[src/rtl/telnet_option_filter_macros.svh]
// assertion macros shared by the telnet option filter modules
`ifndef TELNET_OPTION_FILTER_MACROS_SVH
`define TELNET_OPTION_FILTER_MACROS_SVH

`ifndef NO_ASSERTIONS

// checked property, idle while reset is asserted
`define TOF_ASSERT(label, clk, rst_n, prop) \
  label: assert property (@(posedge clk) disable iff (!rst_n) prop) \
    else $error("%m: assertion failed");

// checked property, also evaluated during reset
`define TOF_ASSERT_ALWAYS(label, clk, prop) \
  label: assert property (@(posedge clk) prop) \
    else $error("%m: assertion failed");

`else

`define TOF_ASSERT(label, clk, rst_n, prop)
`define TOF_ASSERT_ALWAYS(label, clk, prop)

`endif

`endif

[src/rtl/tof_pkg.sv]
// types and constants of the telnet option filter
package tof_pkg;

  // telnet command bytes
  localparam logic [7:0] B_IAC  = 8'd255;
  localparam logic [7:0] B_DONT = 8'd254;
  localparam logic [7:0] B_DO   = 8'd253;
  localparam logic [7:0] B_WONT = 8'd252;
  localparam logic [7:0] B_WILL = 8'd251;
  localparam logic [7:0] B_SB   = 8'd250;
  localparam logic [7:0] B_SE   = 8'd240;

  // option codes
  localparam logic [7:0] OPT_ECHO = 8'd1;
  localparam logic [7:0] OPT_SGA  = 8'd3;

  // line end characters
  localparam logic [7:0] CH_CR  = 8'h0d;
  localparam logic [7:0] CH_LF  = 8'h0a;
  localparam logic [7:0] CH_NUL = 8'h00;

  // input kinds
  localparam logic ACT_BYTE    = 1'b0;
  localparam logic ACT_SESSION = 1'b1;

  // parser modes
  typedef enum logic [2:0] {
    MODE_DATA   = 3'd0,
    MODE_IAC    = 3'd1,
    MODE_OPT    = 3'd2,
    MODE_SB     = 3'd3,
    MODE_SB_IAC = 3'd4
  } mode_t;

  // option verbs, in command byte order from WILL
  typedef enum logic [1:0] {
    VERB_WILL = 2'd0,
    VERB_WONT = 2'd1,
    VERB_DO   = 2'd2,
    VERB_DONT = 2'd3
  } verb_t;

  // reply byte position in the back end
  typedef enum logic [1:0] {
    BEAT_IDLE = 2'd0,
    BEAT_VERB = 2'd1,
    BEAT_OPT  = 2'd2
  } beat_t;

  // work passed from front to back: one data byte or one 3-byte reply
  typedef struct packed {
    logic       is_reply;
    logic [7:0] verb;
    logic [7:0] val;
  } cmd_t;

  // queue status seen by both ends
  typedef struct packed {
    logic empty;
    logic full;
  } q_status_t;

endpackage

[src/rtl/tof_front.sv]
// front end: accepts bytes, runs the telnet parser and queues work
`include "telnet_option_filter_macros.svh"

module tof_front
  import tof_pkg::*;
(
  input  logic       clk,
  input  logic       rst_n,
  input  logic       in_valid,
  output logic       in_ready,
  input  logic       in_action,
  input  logic [7:0] in_byte,
  input  q_status_t  q_status,
  output logic       push,
  output cmd_t       push_cmd
);

  mode_t mode_r, mode_nxt;
  verb_t verb_r, verb_nxt;
  logic  cr_seen_r, cr_seen_nxt;
  logic  echo_r, echo_nxt;
  logic  sga_r, sga_nxt;
  logic  acc;
  logic  is_verb;

  assign in_ready = !q_status.full;
  assign acc      = in_valid && in_ready;
  assign is_verb  = (in_byte >= B_WILL) && (in_byte <= B_DONT);

  // parser state, next value
  always_comb begin
    mode_nxt    = mode_r;
    verb_nxt    = verb_r;
    cr_seen_nxt = cr_seen_r;
    echo_nxt    = echo_r;
    sga_nxt     = sga_r;
    if (acc) begin
      if (in_action == ACT_SESSION) begin
        mode_nxt    = MODE_DATA;
        verb_nxt    = VERB_WILL;
        cr_seen_nxt = 1'b0;
        echo_nxt    = 1'b0;
        sga_nxt     = 1'b0;
      end else begin
        unique case (mode_r)
          MODE_IAC: begin
            if (in_byte == B_IAC) begin
              mode_nxt    = MODE_DATA;
              cr_seen_nxt = 1'b0;
            end else if (is_verb) begin
              verb_nxt = verb_t'(2'(in_byte - B_WILL));
              mode_nxt = MODE_OPT;
            end else if (in_byte == B_SB) begin
              mode_nxt = MODE_SB;
            end else begin
              mode_nxt = MODE_DATA;
            end
          end
          MODE_OPT: begin
            mode_nxt = MODE_DATA;
            if (verb_r == VERB_DO) begin
              if (in_byte == OPT_ECHO) begin
                echo_nxt = 1'b1;
              end else if (in_byte == OPT_SGA) begin
                sga_nxt = 1'b1;
              end
            end
          end
          MODE_SB: begin
            if (in_byte == B_IAC) begin
              mode_nxt = MODE_SB_IAC;
            end
          end
          MODE_SB_IAC: begin
            mode_nxt = (in_byte == B_SE) ? MODE_DATA : MODE_SB;
          end
          default: begin
            if (in_byte == B_IAC) begin
              mode_nxt = MODE_IAC;
            end else if (cr_seen_r && (in_byte == CH_NUL || in_byte == CH_LF)) begin
              mode_nxt    = MODE_DATA;
              cr_seen_nxt = 1'b0;
            end else begin
              mode_nxt    = MODE_DATA;
              cr_seen_nxt = (in_byte == CH_CR);
            end
          end
        endcase
      end
    end
  end

  // work item to the queue
  always_comb begin
    push              = 1'b0;
    push_cmd.is_reply = 1'b0;
    push_cmd.verb     = B_WILL;
    push_cmd.val      = in_byte;
    if (acc && in_action == ACT_BYTE) begin
      unique case (mode_r)
        MODE_IAC: begin
          if (in_byte == B_IAC) begin
            push = 1'b1;
          end
        end
        MODE_OPT: begin
          priority if (verb_r == VERB_DO) begin
            push_cmd.is_reply = 1'b1;
            if (in_byte == OPT_ECHO) begin
              push = !echo_r;
            end else if (in_byte == OPT_SGA) begin
              push = !sga_r;
            end else begin
              push          = 1'b1;
              push_cmd.verb = B_WONT;
            end
          end else if (verb_r == VERB_WILL) begin
            push              = 1'b1;
            push_cmd.is_reply = 1'b1;
            push_cmd.verb     = (in_byte == OPT_SGA) ? B_DO : B_DONT;
          end else begin
            push = 1'b0;
          end
        end
        MODE_SB, MODE_SB_IAC: begin
          push = 1'b0;
        end
        default: begin
          push = (in_byte != B_IAC) &&
                 !(cr_seen_r && (in_byte == CH_NUL || in_byte == CH_LF));
        end
      endcase
    end
  end

  // parser registers
  always_ff @(posedge clk) begin
    if (!rst_n) begin
      mode_r    <= MODE_DATA;
      verb_r    <= VERB_WILL;
      cr_seen_r <= 1'b0;
      echo_r    <= 1'b0;
      sga_r     <= 1'b0;
    end else begin
      mode_r    <= mode_nxt;
      verb_r    <= verb_nxt;
      cr_seen_r <= cr_seen_nxt;
      echo_r    <= echo_nxt;
      sga_r     <= sga_nxt;
    end
  end

  // a session start leaves the parser clean
  `TOF_ASSERT(a_session_clears, clk, rst_n,
    (acc && in_action == ACT_SESSION) |=> (mode_r == MODE_DATA && !echo_r && !sga_r))

endmodule

[src/rtl/tof_queue.sv]
// short work queue between parser and output sequencer
`include "telnet_option_filter_macros.svh"

module tof_queue
  import tof_pkg::*;
#(
  parameter int DEPTH = 4
) (
  input  logic      clk,
  input  logic      rst_n,
  input  logic      push,
  input  cmd_t      push_cmd,
  input  logic      pop,
  output cmd_t      pop_cmd,
  output q_status_t status
);

  localparam int PTR_W = (DEPTH > 1) ? $clog2(DEPTH) : 1;
  localparam int CNT_W = $clog2(DEPTH + 1);
  localparam logic [PTR_W-1:0] LAST_PTR = PTR_W'(DEPTH - 1);
  localparam logic [CNT_W-1:0] FULL_CNT = CNT_W'(DEPTH);

  cmd_t             entries_r [DEPTH];
  logic [PTR_W-1:0] wr_ptr_r, wr_ptr_nxt;
  logic [PTR_W-1:0] rd_ptr_r, rd_ptr_nxt;
  logic [CNT_W-1:0] count_r, count_nxt;

  assign status.empty = (count_r == '0);
  assign status.full  = (count_r == FULL_CNT);
  assign pop_cmd      = entries_r[rd_ptr_r];

  // pointer and fill count update
  always_comb begin
    wr_ptr_nxt = wr_ptr_r;
    rd_ptr_nxt = rd_ptr_r;
    count_nxt  = count_r;
    if (push) begin
      wr_ptr_nxt = (wr_ptr_r == LAST_PTR) ? '0 : wr_ptr_r + 1'b1;
    end
    if (pop) begin
      rd_ptr_nxt = (rd_ptr_r == LAST_PTR) ? '0 : rd_ptr_r + 1'b1;
    end
    if (push && !pop) begin
      count_nxt = count_r + 1'b1;
    end else if (pop && !push) begin
      count_nxt = count_r - 1'b1;
    end
  end

  // control registers
  always_ff @(posedge clk) begin
    if (!rst_n) begin
      wr_ptr_r <= '0;
      rd_ptr_r <= '0;
      count_r  <= '0;
    end else begin
      wr_ptr_r <= wr_ptr_nxt;
      rd_ptr_r <= rd_ptr_nxt;
      count_r  <= count_nxt;
    end
  end

  // entry storage
  always_ff @(posedge clk) begin
    if (push) begin
      entries_r[wr_ptr_r] <= push_cmd;
    end
  end

  // fill count stays within the depth and tracks a lone pop
  `TOF_ASSERT(a_count_bound, clk, rst_n, count_r <= FULL_CNT)
  `TOF_ASSERT(a_pop_drains, clk, rst_n,
    (pop && !push) |=> (count_r == CNT_W'($past(count_r) - 1'b1)))

endmodule

[src/rtl/tof_back.sv]
// back end: expands queued work into output items
`include "telnet_option_filter_macros.svh"

module tof_back
  import tof_pkg::*;
(
  input  logic       clk,
  input  logic       rst_n,
  input  q_status_t  q_status,
  input  cmd_t       pop_cmd,
  output logic       pop,
  output logic       out_valid,
  input  logic       out_ready,
  output logic [7:0] out_byte,
  output logic       out_to_guest,
  output logic       out_last
);

  beat_t      beat_r, beat_nxt;
  logic       valid_r, valid_nxt;
  logic [7:0] byte_r, byte_nxt;
  logic       guest_r, guest_nxt;
  logic       last_r, last_nxt;
  logic [7:0] verb_r, verb_nxt;
  logic [7:0] opt_r, opt_nxt;
  logic       load;

  assign load = !valid_r || out_ready;
  assign pop  = load && (beat_r == BEAT_IDLE) && !q_status.empty;

  assign out_valid    = valid_r;
  assign out_byte     = byte_r;
  assign out_to_guest = guest_r;
  assign out_last     = last_r;

  // next output item
  always_comb begin
    beat_nxt  = beat_r;
    valid_nxt = valid_r;
    byte_nxt  = byte_r;
    guest_nxt = guest_r;
    last_nxt  = last_r;
    verb_nxt  = verb_r;
    opt_nxt   = opt_r;
    if (load) begin
      unique case (beat_r)
        BEAT_VERB: begin
          valid_nxt = 1'b1;
          byte_nxt  = verb_r;
          guest_nxt = 1'b0;
          last_nxt  = 1'b0;
          beat_nxt  = BEAT_OPT;
        end
        BEAT_OPT: begin
          valid_nxt = 1'b1;
          byte_nxt  = opt_r;
          guest_nxt = 1'b0;
          last_nxt  = 1'b1;
          beat_nxt  = BEAT_IDLE;
        end
        default: begin
          valid_nxt = pop;
          if (pop) begin
            if (pop_cmd.is_reply) begin
              byte_nxt  = B_IAC;
              guest_nxt = 1'b0;
              last_nxt  = 1'b0;
              verb_nxt  = pop_cmd.verb;
              opt_nxt   = pop_cmd.val;
              beat_nxt  = BEAT_VERB;
            end else begin
              byte_nxt  = pop_cmd.val;
              guest_nxt = 1'b1;
              last_nxt  = 1'b1;
            end
          end
        end
      endcase
    end
  end

  // control registers
  always_ff @(posedge clk) begin
    if (!rst_n) begin
      beat_r  <= BEAT_IDLE;
      valid_r <= 1'b0;
    end else begin
      beat_r  <= beat_nxt;
      valid_r <= valid_nxt;
    end
  end

  // payload registers
  always_ff @(posedge clk) begin
    byte_r  <= byte_nxt;
    guest_r <= guest_nxt;
    last_r  <= last_nxt;
    verb_r  <= verb_nxt;
    opt_r   <= opt_nxt;
  end

  // a reply in flight always has its current byte on the output
  `TOF_ASSERT(a_reply_shown, clk, rst_n, (beat_r != BEAT_IDLE) |-> valid_r)
  // the third reply byte closes the item's results
  `TOF_ASSERT(a_reply_ends, clk, rst_n,
    (load && beat_r == BEAT_OPT) |=> (valid_r && last_r && !guest_r))

endmodule

[src/rtl/telnet_option_filter.sv]
// telnet option filter: IAC parser, option answerer and guest data path
// path: an accepted byte is written into the work queue, then loaded into the output registers
// throughput: one input byte per cycle while the work queue is not full; a reply takes three output items,
//   and the work queue of QUEUE_DEPTH entries absorbs input meanwhile
// reset: synchronous active-low rst_n; parser returns to data mode, flags clear
module telnet_option_filter
  import tof_pkg::*;
#(
  parameter int QUEUE_DEPTH = 4
) (
  input  logic       clk,
  input  logic       rst_n,
  input  logic       in_tvalid,
  output logic       in_tready,
  input  logic [7:0] in_tdata,   // [7:0] rx_byte
  input  logic       in_tuser,   // [0] action
  output logic       out_tvalid,
  input  logic       out_tready,
  output logic [7:0] out_tdata,  // [7:0] out_byte
  output logic       out_tuser,  // [0] to_guest
  output logic       out_tlast
);

  q_status_t q_status;
  logic      push;
  cmd_t      push_cmd;
  logic      pop;
  cmd_t      pop_cmd;

  // parser
  tof_front u_front (
    .clk      (clk),
    .rst_n    (rst_n),
    .in_valid (in_tvalid),
    .in_ready (in_tready),
    .in_action(in_tuser),
    .in_byte  (in_tdata),
    .q_status (q_status),
    .push     (push),
    .push_cmd (push_cmd)
  );

  // work queue
  tof_queue #(
    .DEPTH(QUEUE_DEPTH)
  ) u_queue (
    .clk     (clk),
    .rst_n   (rst_n),
    .push    (push),
    .push_cmd(push_cmd),
    .pop     (pop),
    .pop_cmd (pop_cmd),
    .status  (q_status)
  );

  // output sequencer
  tof_back u_back (
    .clk         (clk),
    .rst_n       (rst_n),
    .q_status    (q_status),
    .pop_cmd     (pop_cmd),
    .pop         (pop),
    .out_valid   (out_tvalid),
    .out_ready   (out_tready),
    .out_byte    (out_tdata),
    .out_to_guest(out_tuser),
    .out_last    (out_tlast)
  );

endmodule

[config.mk]
export PLATFORM = sky130hd
export DESIGN_NAME = telnet_option_filter
export DESIGN_NICKNAME = d
export VERILOG_FILES = /design/src/rtl/tof_pkg.sv /design/src/rtl/tof_front.sv /design/src/rtl/tof_queue.sv /design/src/rtl/tof_back.sv /design/src/rtl/telnet_option_filter.sv
export VERILOG_INCLUDE_DIRS = /design/src /design/src/rtl
export SDC_FILE = /design/constraint.sdc
export NUM_CORES = 1
export LEC_CHECK = 0
export ABC_CLOCK_PERIOD_IN_PS = 2700
export BUFFER_PORTS_ARGS = -buffer_cell sky130_fd_sc_hd__buf_2
export CAP_MARGIN = 30
export CORE_MARGIN = 3
export CORE_UTILIZATION = 30
export DETAILED_ROUTE_END_ITERATION = 6
export HOLD_SLACK_MARGIN = 0.1
export PLACE_DENSITY = 0.51
export RECOVER_POWER = 100
export SKIP_CTS_REPAIR_TIMING = 1
export SLEW_MARGIN = 25
export SYNTH_ARGS = -nofsm -noshare
export SYNTH_HDL_FRONTEND = slang
export SYNTH_SLANG_ARGS = --single-unit
[constraint.sdc]
create_clock -name clk -period 2.7 [get_ports clk]
set_clock_uncertainty 0.1 [all_clocks]
set_input_delay 0.135 -clock clk [delete_from_list [all_inputs] [get_ports clk]]
set_output_delay 0.135 -clock clk [all_outputs]
set_load 0.02 [all_outputs]
==> summary.md, run 1 <==
| Metric | Value |
|---|---|
| Clock Latency Late Sink | `about 340 ps` |
| Routed WL | `approximately 7800 um` |
| FF+latch count, synth | `slightly below 90` |
| Clock power share | `27.9%` |
| Synthesized area | `3930 um^2` |
| Vias in the first global route | `around 2400` |
| Async set-reset flop share out of synthesis | `0%` |
| Critical-path top delay cell | `a2111oi_4` |
| Total congestion overflow | `0` |
| Drt pass-1 iters | `4` |
| Crit-path cells | `nand2b_4 -> nor3_4 -> o31ai_2 -> a2111oi_4 -> ha_2 -> inv_1 -> fa_1 -> xor2_1 -> or3_1 -> a21oi_1` |
| CORE AREA | `~13000 um^2` |
| Run status | `complete, no violations` |
| Initial DRC Count | `124` |
| Gr usage total | `between 10% and 20%` |
| Top FF cell, synth | `edfxtp_1` |
| Post-Syn Area per Cell | `between 10 and 15 um^2` |
| TritonCTS clock tree | `yes` |
| Root buffer cell | `clkbuf_16` |
| Crit path largest cell delay | `roughly 400 ps` |
| Crit path required time | `~2900 ps` |
| Internal power | `between 2 and 3 mW` |
| Area grow syn2layout | `20.0%` |
| Number of flops mapped to enable cells by yosys | `just under 70` |
| Endpoints failing setup | `0` |
| Setup_tns | `0 ps` |
| Final Cycle Share | `98.3%` |
| Crit start category | `register` |
| Post-DP Area | `about 4400 um^2` |
| Switch share | `between 30% and 40%` |
| Die width | `roughly 120 um` |
| Post-Syn Nets | `309` |
| Pin count of the biggest net entering global routing | `16` |
| Post-DR vias/cell | `4.73` |
| Max Root-Sink Buffers | `2` |
| Reg2reg start | `u_front.mode_r[2]` |
| Critical Path Sink Type | `register` |
| Global-route wire length before repair | `around 13000 um` |
| Final WS setup | `~45 ps` |
| Mapped Cells | `roughly 280` |
| Max Fclk | `377 MHz` |
| Hpwl dp | `between 5000 and 6000 um` |
| Critical Path Start | `u_front.mode_r[2]` |
| Rel. slew slack | `a little under three fifths` |
| H-tree levels | `3` |
| Fin crit period | `between 2000 and 3000 ps` |
| Fillers | `1266` |
| Placer Congestion | `approximately 0.82` |
| Distinct cells, synth | `53` |
| Full die area | `~15000 um^2` |
| Worst vdd ir | `slightly below 400 uV` |
| Crit path DAT | `2810 ps` |
| Initial antenna violation count | `0` |
| Post-Route Utilization | `around 37%` |
| Synthesis warning total | `0` |
| Slew Viols, Final | `0` |
| Commonest non-fill, non-tap cells in the layout | `edfxtp_1 (69), clkbuf_1 (27), a21oi_1 (25)` |
| Initial Utilization | `30.9%` |
| Most common cell after layout, fill and taps aside | `edfxtp_1` |
| Slew at the pin closest to its max-slew limit | `approximately 660 ps` |
| FP Rows | `41` |
| Final Hold Viols | `0` |
| Die Span Y | `~120 um` |
| Fin area | `4720 um^2` |
| Pwr dens | `around 920 nW/um^2` |
| Ports | `25` |
| Vias | `roughly 2400` |
| P_leak | `around 1.6 nW` |
| DRT antenna net count | `0` |
| RSZ-0062 raised after global routing | `true` |
| Antenna diodes | `0` |
| CTS clk-pin slew, worst paths | `around 70 ps` |
| Max-cap viol count | `0` |
| Nets | `roughly 360` |
| Layout cells sized above 1 | `roughly 18%` |
| Sequential group share of total power | `~44%` |
| Min-delay src | `out_tready` |
| HP Class | `primary input to register` |
| Post-route DRC violation count | `0` |
| Combinational share of power | `between 20% and 30%` |
| # clock sinks | `89` |
| I/O Buffers | `24` |
| CP Class | `register to register` |
| Net switching power | `~1.4 mW` |
| Num CTS Buffers | `9` |
| Dpl ws | `-51.8 ps` |
| Routed len/inst | `~15 um` |
| CP max FO | `6` |
| Register area share after synthesis | `between 60 and 70%` |
[power by group through the flow]
stage          logic [mW]  clock network (mW)  registers, mW
2_1_floorplan       0.791                   0           2.03
3_3_place_gp         1.25                   0           1.93
3_5_place_dp         1.28                   0           1.94
4_1_cts              1.28                1.26           1.91
5_1_grt              1.39                1.32           1.94
6_report             1.24                1.22           1.91
[stage by stage]
stage | cells | hold WS, ps | total power, mW
after CTS | 505 | -48.3 | 4.45
final | 513 | 82.6 | 4.37
after global routing | 513 | 115 | 4.65
after detailed placement | 489 | 301 | 3.22
after global placement | 489 | 291 | 3.19
after floorplan | 282 | 134 | 2.82
[sequential cells by signal, indices dropped and copies added, names as in the netlist, named ones only]
register,flops
u_back.out_byte,8
u_front.verb_r,2
u_front.mode_r,3
u_back.verb_r,3
u_back.beat_r,2
u_queue.rd_ptr_r,2
u_front.echo_r,1
u_back.out_valid,1
u_queue.entries_r,48
u_queue.count_r,3
u_back.opt_r,8
u_front.cr_seen_r,1
u_back.out_last,1
u_front.sga_r,1
u_queue.wr_ptr_r,2
u_back.out_to_guest,1
[cell families (layout without fill, tap and decap cells)]
family,after synthesis,in the layout,share of synthesized area (%)
buffers and inverters,26,85,2.58
XOR/XNOR,3,3,0.668
AND/OR/NAND/NOR,76,76,10.6
AO/OA/AOI/OAI,57,57,10.5
adder cells (fa/ha/maj),14,14,4.64
multiplexers,17,17,8.17
flip-flops,89,89,62.8
[path summary, 6_finish.rpt]
path	end	slack, ps	depth (start not counted)
worst max register to register	u_queue.count_r[2]	40	10
worst min-delay path	u_back.out_valid	80	3
worst max-delay path	u_queue.count_r[2]	40	10
worst min register to register	u_front.sga_r	370	1
[cell type report]
type	count	area, um^2	share of cell area (%)
clock inverters	6	66.3	1.40
flip-flops and latches	89	2470	52.4
repair buffers	55	323	6.84
clock buffers	10	229	4.85
multi-input cells	167	1360	28.9
inverters	14	52.6	1.11
well taps	172	215	4.56
[worst max-delay path, delay by kind of cell, from the launching register on]
kind	cells	cell delay, ps
and+or+nand+nor	3	630
buffers and inverters	1	50
AOI/OAI and AO/OA	3	670
DFF	1	350
xor gates and xnor gates	1	150
adders and majority gates	2	610
[synthesized netlist by cell type, types with 4 or more instances]
cell type   n  area share (%)
a21oi_1    25             3.2
and2_1      5            0.80
clkbuf_1    9            0.86
dfxtp_1    20              10
edfxtp_1   69              53
ha_1       13             4.1
inv_1      13             1.2
mux2i_1     4             1.0
mux4_2     12             6.9
nand2_1    16             1.5
nand3_1     4            0.51
nor2_1     17             1.6
nor3_1     12             1.5
o21ai_0     5            0.64
[metal layers]
layer	global-route usage (%)	vias to the layer above	part of all wire, %
li1	-	1185	-
met3	3.65	6	4.9
met1	15.0	1176	47
met5	0	-	0
met4	2.55	0	0.80
met2	17.9	61	47
Power figures use the tool's default switching activity.
==> run 2, diff against run 1 <==
- PLACE_DENSITY: 0.51 -> 0.5
- SYNTH_HIERARCHICAL: default -> 1
==> run 2 against run 1 <==
Compared with the run above: core utilization is 0.49 points higher; highest routed layer unchanged; count of clock-buffer cells in the layout is 7 higher; largest cell class unchanged; setup slack better by 100 ps.
==> summary.md, run 2 <==
| Metric | Value |
|---|---|
| Number of flops mapped to enable cells by yosys | `94` |
| FF+latch count, synth | `114` |
| # clock sinks | `about 110` |
| Post-route DRC violation count | `0` |
| Reg2reg start | `u_front/mode_r[2]` |
| Gr usage total | `11.2%` |
| Grt met3 use | `approximately 3.7%` |
| Crit-path cells | `buf_4 -> nor2_1 -> clkbuf_1 -> nand2_1 -> a211oi_1 -> nand2_1 -> o32ai_1 -> dlygate4sd3_1` |
| CP Class | `register to register` |
| Area grow syn2layout | `21.2%` |
| Vias in the first global route | `between 2000 and 3000` |
| Final Cycle Share | `between 90% and 100%` |
| Register area | `about 3200 um^2` |
| Root buffer cell | `clkbuf_16` |
| Critical Path Start | `u_front/mode_r[2]` |
| Fillers | `~1500` |
| Min-delay src | `in_tvalid` |
| DRT antenna net count | `0` |
| TritonCTS clock tree | `yes` |
| Max Root-Sink Buffers | `2` |
| Post-Syn Area per Cell | `15.1 um^2` |
| Fin crit period | `between 2000 and 3000 ps` |
| Global routing usage on met2 | `about 18%` |
| Initial Utilization | `between 30% and 40%` |
| HP Class | `primary input to register` |
| Final WS setup | `149 ps` |
| Crit start category | `register` |
| Crit path largest cell delay | `between 500 and 600 ps` |
| R2R depth | `8` |
| Largest register FFs | `68` |
| Die width | `around 130 um` |
| Endpoints failing setup | `0` |
| Most common cell after layout, fill and taps aside | `edfxtp_1` |
| I/O Buffers | `24` |
| Multi-input logic area | `roughly 1500 um^2` |
| Drt pass-1 iters | `4` |
| Max Fclk | `~390 MHz` |
| Power Total | `about 5.7 mW` |
| Top FF cell, synth | `edfxtp_1` |
| Placer Congestion | `just under 0.8` |
| Register area share after synthesis | `~65%` |
| Reg-to-Reg End | `u_front/verb_r[0]` |
| Distinct cells, synth | `55` |
| GR Util met1 | `14.5%` |
| CTS clk-pin slew, worst paths | `60 ps` |
| Ports | `25` |
| Slew at the pin closest to its max-slew limit | `about 700 ps` |
| Dpl ws | `-27.1 ps` |
| Yosys top cell area share | `between 50% and 60%` |
| FP Rows | `46` |
| R2R Setup Slk | `~150 ps` |
| Clock Latency Late Sink | `400 ps` |
| P_leak | `2.03 nW` |
| Slew Viols, Final | `0` |
| Buf+Inv Stages, Crit Path | `3` |
| Total congestion overflow | `0` |
| Commonest non-fill, non-tap cells in the layout | `edfxtp_1 (94), clkbuf_1 (29), nor2_1 (19)` |
| Crit path required time | `approximately 2900 ps` |
| Routed len/inst | `15.4 um` |
| CP delay by family, top | `buffers and inverters` |
| Top cells by area, synth | `edfxtp_1 (57%), dfxtp_1 (8.0%), mux4_2 (4.5%), mux4_1 (3.7%), ha_1 (3.5%)` |
| Critical-path top delay cell | `dlygate4sd3_1` |
| Initial DRC Count | `214` |
| CP max FO | `9` |
| H-tree levels | `4` |
| Most common cell in the netlist | `edfxtp_1` |
| Critical Path Sink Type | `register` |
| Hpwl dp | `between 6000 and 7000 um` |
| Rel. slew slack | `~53%` |
| Global-route wire length before repair | `roughly 15000 um` |
| Synth cell count leaders | `edfxtp_1 (94), dfxtp_1 (20), nor2_1 (20), nand2_1 (17), inv_1 (16)` |
| CP dominant cell by count | `nand2_1` |
| Routed WL | `around 9500 um` |
| Async set-reset flop share out of synthesis | `0%` |
| Initial antenna violation count | `0` |
| Top reg by flops | `u_queue/entries_r` |
| Crit path DAT | `around 2800 ps` |
| Pin count of the biggest net entering global routing | `20` |
| Synthesized area | `~5000 um^2` |
| Mapped Cells | `331` |
| Run status | `complete, no violations` |
| Vias | `2824` |
| Antenna diodes | `0` |
| Nets | `420` |
| Die Span Y | `between 100 and 150 um` |
| Worst vdd ir | `465 uV` |
| Num CTS Buffers | `17` |
| Pwr dens | `948 nW/um^2` |
| Layout cells sized above 1 | `a little under a fifth` |
| Full die area | `about 18000 um^2` |
| Max-cap viol count | `0` |
| Final Hold Viols | `0` |
| Post-DR vias/cell | `between 4 and 5` |
| GRT Max-Usage Layer | `met2` |
| Synthesis warning total | `6` |
| CORE AREA | `around 16000 um^2` |
| WHS Endpoint | `u_front/mode_r[2]` |
| Hold path cells | `4` |
| Synth area leader | `edfxtp_1` |
==> run 2: kinds of logic after synthesis <==
group	share of synthesized area (%)
and+or+nand+nor	8.81
AOI/OAI and AO/OA	6.90
DFF	64.7
adders and majority gates	3.92
xor gates and xnor gates	0.703
buffers and inverters	4.90
other	0.0752
muxes	10.0
==> run 2: cell type report <==
| type | count | share of cell area, % |
|---|---|---|
| Sequential cell | 114 | 53.5 |
| Multi-Input combinational cell | 180 | 25.5 |
| Clock buffer | 17 | 7.05 |
| Timing Repair Buffer | 63 | 6.07 |
| Tap cell | 216 | 4.48 |
| Clock inverter | 14 | 2.42 |
| Inverter | 16 | 0.995 |
==> run 2: worst max path at each step <==
stage                                     to  slack [ps]  cells after the start
after floorplan           u_queue/count_r[2]          70                     10
after CTS                 u_queue/count_r[2]           8                     11
after global placement    u_queue/count_r[2]          60                     12
after global routing       u_front/verb_r[0]          -3                      8
after detailed placement  u_queue/count_r[2]         -30                     12
final                      u_front/verb_r[0]         150                      8
==> run 2: metal layers <==
| metal | share of wire (%) | routed length [um] |
|---|---|---|
| met1 | 47 | 4440 |
| met4 | 0.97 | 93 |
| met5 | 0 | 0 |
| met3 | 4.5 | 431 |
| met2 | 48 | 4580 |
==> run 2: power breakdown <==
group | internal [mW] | switching (mW) | total (mW) | leakage [nW]
Combinational | 0.465 | 0.756 | 1.22 | 0.752
Sequential | 2.27 | 0.0901 | 2.36 | 1.01
Clock | 1.42 | 0.723 | 2.14 | 0.272
Total | 4.15 | 1.57 | 5.72 | 2.03
==> run 2: through the flow <==
step / cells / area, um^2 / TNS (ps) / utilization [%] / hold WS [ps]
2_1_floorplan: 335 / 5000 / 0 / - / 152
3_3_place_gp: 577 / 5410 / 0 / 33.7 / 302
3_5_place_dp: 577 / 5410 / -27.1 / 33.7 / 304
4_1_cts: 608 / 5980 / 0 / 37.3 / -118
5_1_grt: 620 / 6040 / -3.28 / 37.6 / 156
6_report: 620 / 6040 / 0 / 37.6 / 115
==> run 2: worst reg2reg max path, delay by kind of cell, from the launching register on <==
kind / cells / cell delay (ps)
DFF: 1 / 320
buffers and inverters: 3 / 940
and+or+nand+nor: 3 / 390
AOI/OAI and AO/OA: 2 / 740
==> run 3, diff against run 2 <==
- CTS_BUF_LIST: default -> sky130_fd_sc_hd__clkbuf_4
==> run 3 against run 2 <==
Compared with the run above: clock power is 43% lower; highest routed layer unchanged; critical endpoint is now u_queue/count_r[2]; largest power group unchanged; count of clock-buffer cells in the layout stayed put; combinational power hardly changed; worst hold slack better by 28 ps.
==> summary.md, run 3 (synthesis results as in run 2) <==
| Metric | Value |
|---|---|
| Vias | `between 2000 and 3000` |
| Rel. slew slack | `approximately 54%` |
| Hpwl dp | `6440 um` |
| Largest register FFs | `approximately 70` |
| HP Class | `primary input to register` |
| Final WS setup | `between 150 and 200 ps` |
| Fin crit period | `between 2000 and 3000 ps` |
| # clock sinks | `approximately 110` |
| Crit path largest cell delay | `around 520 ps` |
| Pin count of the biggest net entering global routing | `20` |
| Multi-input logic area | `roughly 1500 um^2` |
| Max-cap viol count | `0` |
| Global-route wire length before repair | `15100 um` |
| Post-Route Utilization | `between 30 and 40%` |
| Slew Viols, Final | `0` |
| Slew at the pin closest to its max-slew limit | `about 700 ps` |
| Crit path DAT | `about 2800 ps` |
| Endpoints failing setup | `0` |
| Ports | `25` |
| Crit start category | `primary input` |
| Total congestion overflow | `0` |
| Final Cycle Share | `~93%` |
| Routed WL | `approximately 9400 um` |
| Placer Congestion | `a little under 0.8` |
| CORE AREA | `around 16000 um^2` |
| Top reg by flops | `u_queue/entries_r` |
| Dpl ws | `-27.1 ps` |
| RSZ-0062 raised after global routing | `false` |
| Gr usage total | `between 10% and 20%` |
| Initial antenna violation count | `0` |
| CTS clk-pin slew, worst paths | `110 ps` |
| Run status | `complete, no violations` |
| Most common cell after layout, fill and taps aside | `edfxtp_1` |
| Critical Path Sink Type | `register` |
| H-tree levels | `4` |
| Antenna diodes | `0` |
| Clock Latency Late Sink | `500 ps` |
| Worst vdd ir | `about 320 uV` |
| Fillers | `between 1500 and 2000` |
| Max Root-Sink Buffers | `2` |
| Post-route DRC violation count | `0` |
| Max Fclk | `~400 MHz` |
| P_leak | `~1.9 nW` |
| Die width | `135 um` |
| Post-DR vias/cell | `between 4 and 5` |
| FP Rows | `46` |
| Initial Utilization | `a little under a third` |
| CP Class | `primary input to register` |
| Pwr dens | `about 830 nW/um^2` |
| Die Span Y | `roughly 130 um` |
| DRT antenna net count | `0` |
| Final Hold Viols | `0` |
| Layout cells sized above 1 | `18.1%` |
| Hold slack | `143 ps` |
| Nets | `around 420` |
| Crit path required time | `about 3000 ps` |
| Vias in the first global route | `around 2900` |
| Buf+Inv Stages, Crit Path | `3` |
| Full die area | `18200 um^2` |
| Initial DRC Count | `around 200` |
| Num CTS Buffers | `17` |
| Routed len/inst | `roughly 15 um` |
| I/O Buffers | `24` |
| Drt pass-1 iters | `5` |
| TritonCTS clock tree | `yes` |
| Area grow syn2layout | `16.1%` |
| Commonest non-fill, non-tap cells in the layout | `edfxtp_1 (94), clkbuf_1 (29), nor2_1 (19)` |
| CP delay by family, top | `buffers and inverters` |
| Root buffer cell | `clkbuf_4` |
| Register area | `between 3000 and 4000 um^2` |
| Crit-path cells | `dlygate4sd3_1 -> buf_2 -> nand3_1 -> nor2_1 -> a31oi_1 -> a21boi_2 -> ha_1 -> inv_1 -> fa_1 -> xor2_1 -> or3_1 -> a21boi_1` |
| CP max FO | `10` |
| Critical-path top delay cell | `dlygate4sd3_1` |
[run 3: stage by stage]
step	setup TNS, ps	area [um^2]	cells	power, mW
after floorplan	0	5000	335	3.33
after global placement	0	5410	577	3.68
after detailed placement	-27.1	5410	577	3.70
after CTS	-14.1	5690	608	4.94
after global routing	0	5790	624	5.11
final	0	5790	624	4.79
[run 3: final cells by class]
cell class	count	area share (%)
flip-flops and latches	114	55.8
multi-input cells	180	26.6
repair buffers	67	7.13
well taps	216	4.67
clock inverters	14	2.53
clock buffers	17	2.20
inverters	16	1.04
[run 3: worst min-delay path, cell delays in order]
cell	delay [ps]
clkbuf_1	110
nand4_1	160
nor2_1	110
a21oi_1	150
nor2_1	40
[run 3: worst paths after layout]
path | startpoint | endpoint | slack (ps) | cells past startpoint
worst max-delay path | in_tdata[2] | u_queue/count_r[2] | 180 | 12
worst min-delay path | in_tdata[7] | u_front/mode_r[2] | 140 | 5
worst max register to register | u_front/mode_r[2] | u_front/verb_r[0] | 180 | 8
worst min register to register | u_back/beat_r[1] | u_back/beat_r[1] | 380 | 2
[run 3: metal layers]
metal,vias up,track usage (%),routed length [um],share of wire (%)
met5,-,0,0,0
met4,0,3.56,91,0.97
met3,8,3.65,449,4.8
met2,61,17.5,4430,47
met1,1382,14.3,4430,47
li1,1377,-,-,-
[run 3: report_power, final]
group / total (mW) / switching (mW) / internal (mW)
registers: 2.35 / 0.0895 / 2.26
clock network: 1.22 / 0.601 / 0.616
logic: 1.22 / 0.752 / 0.471
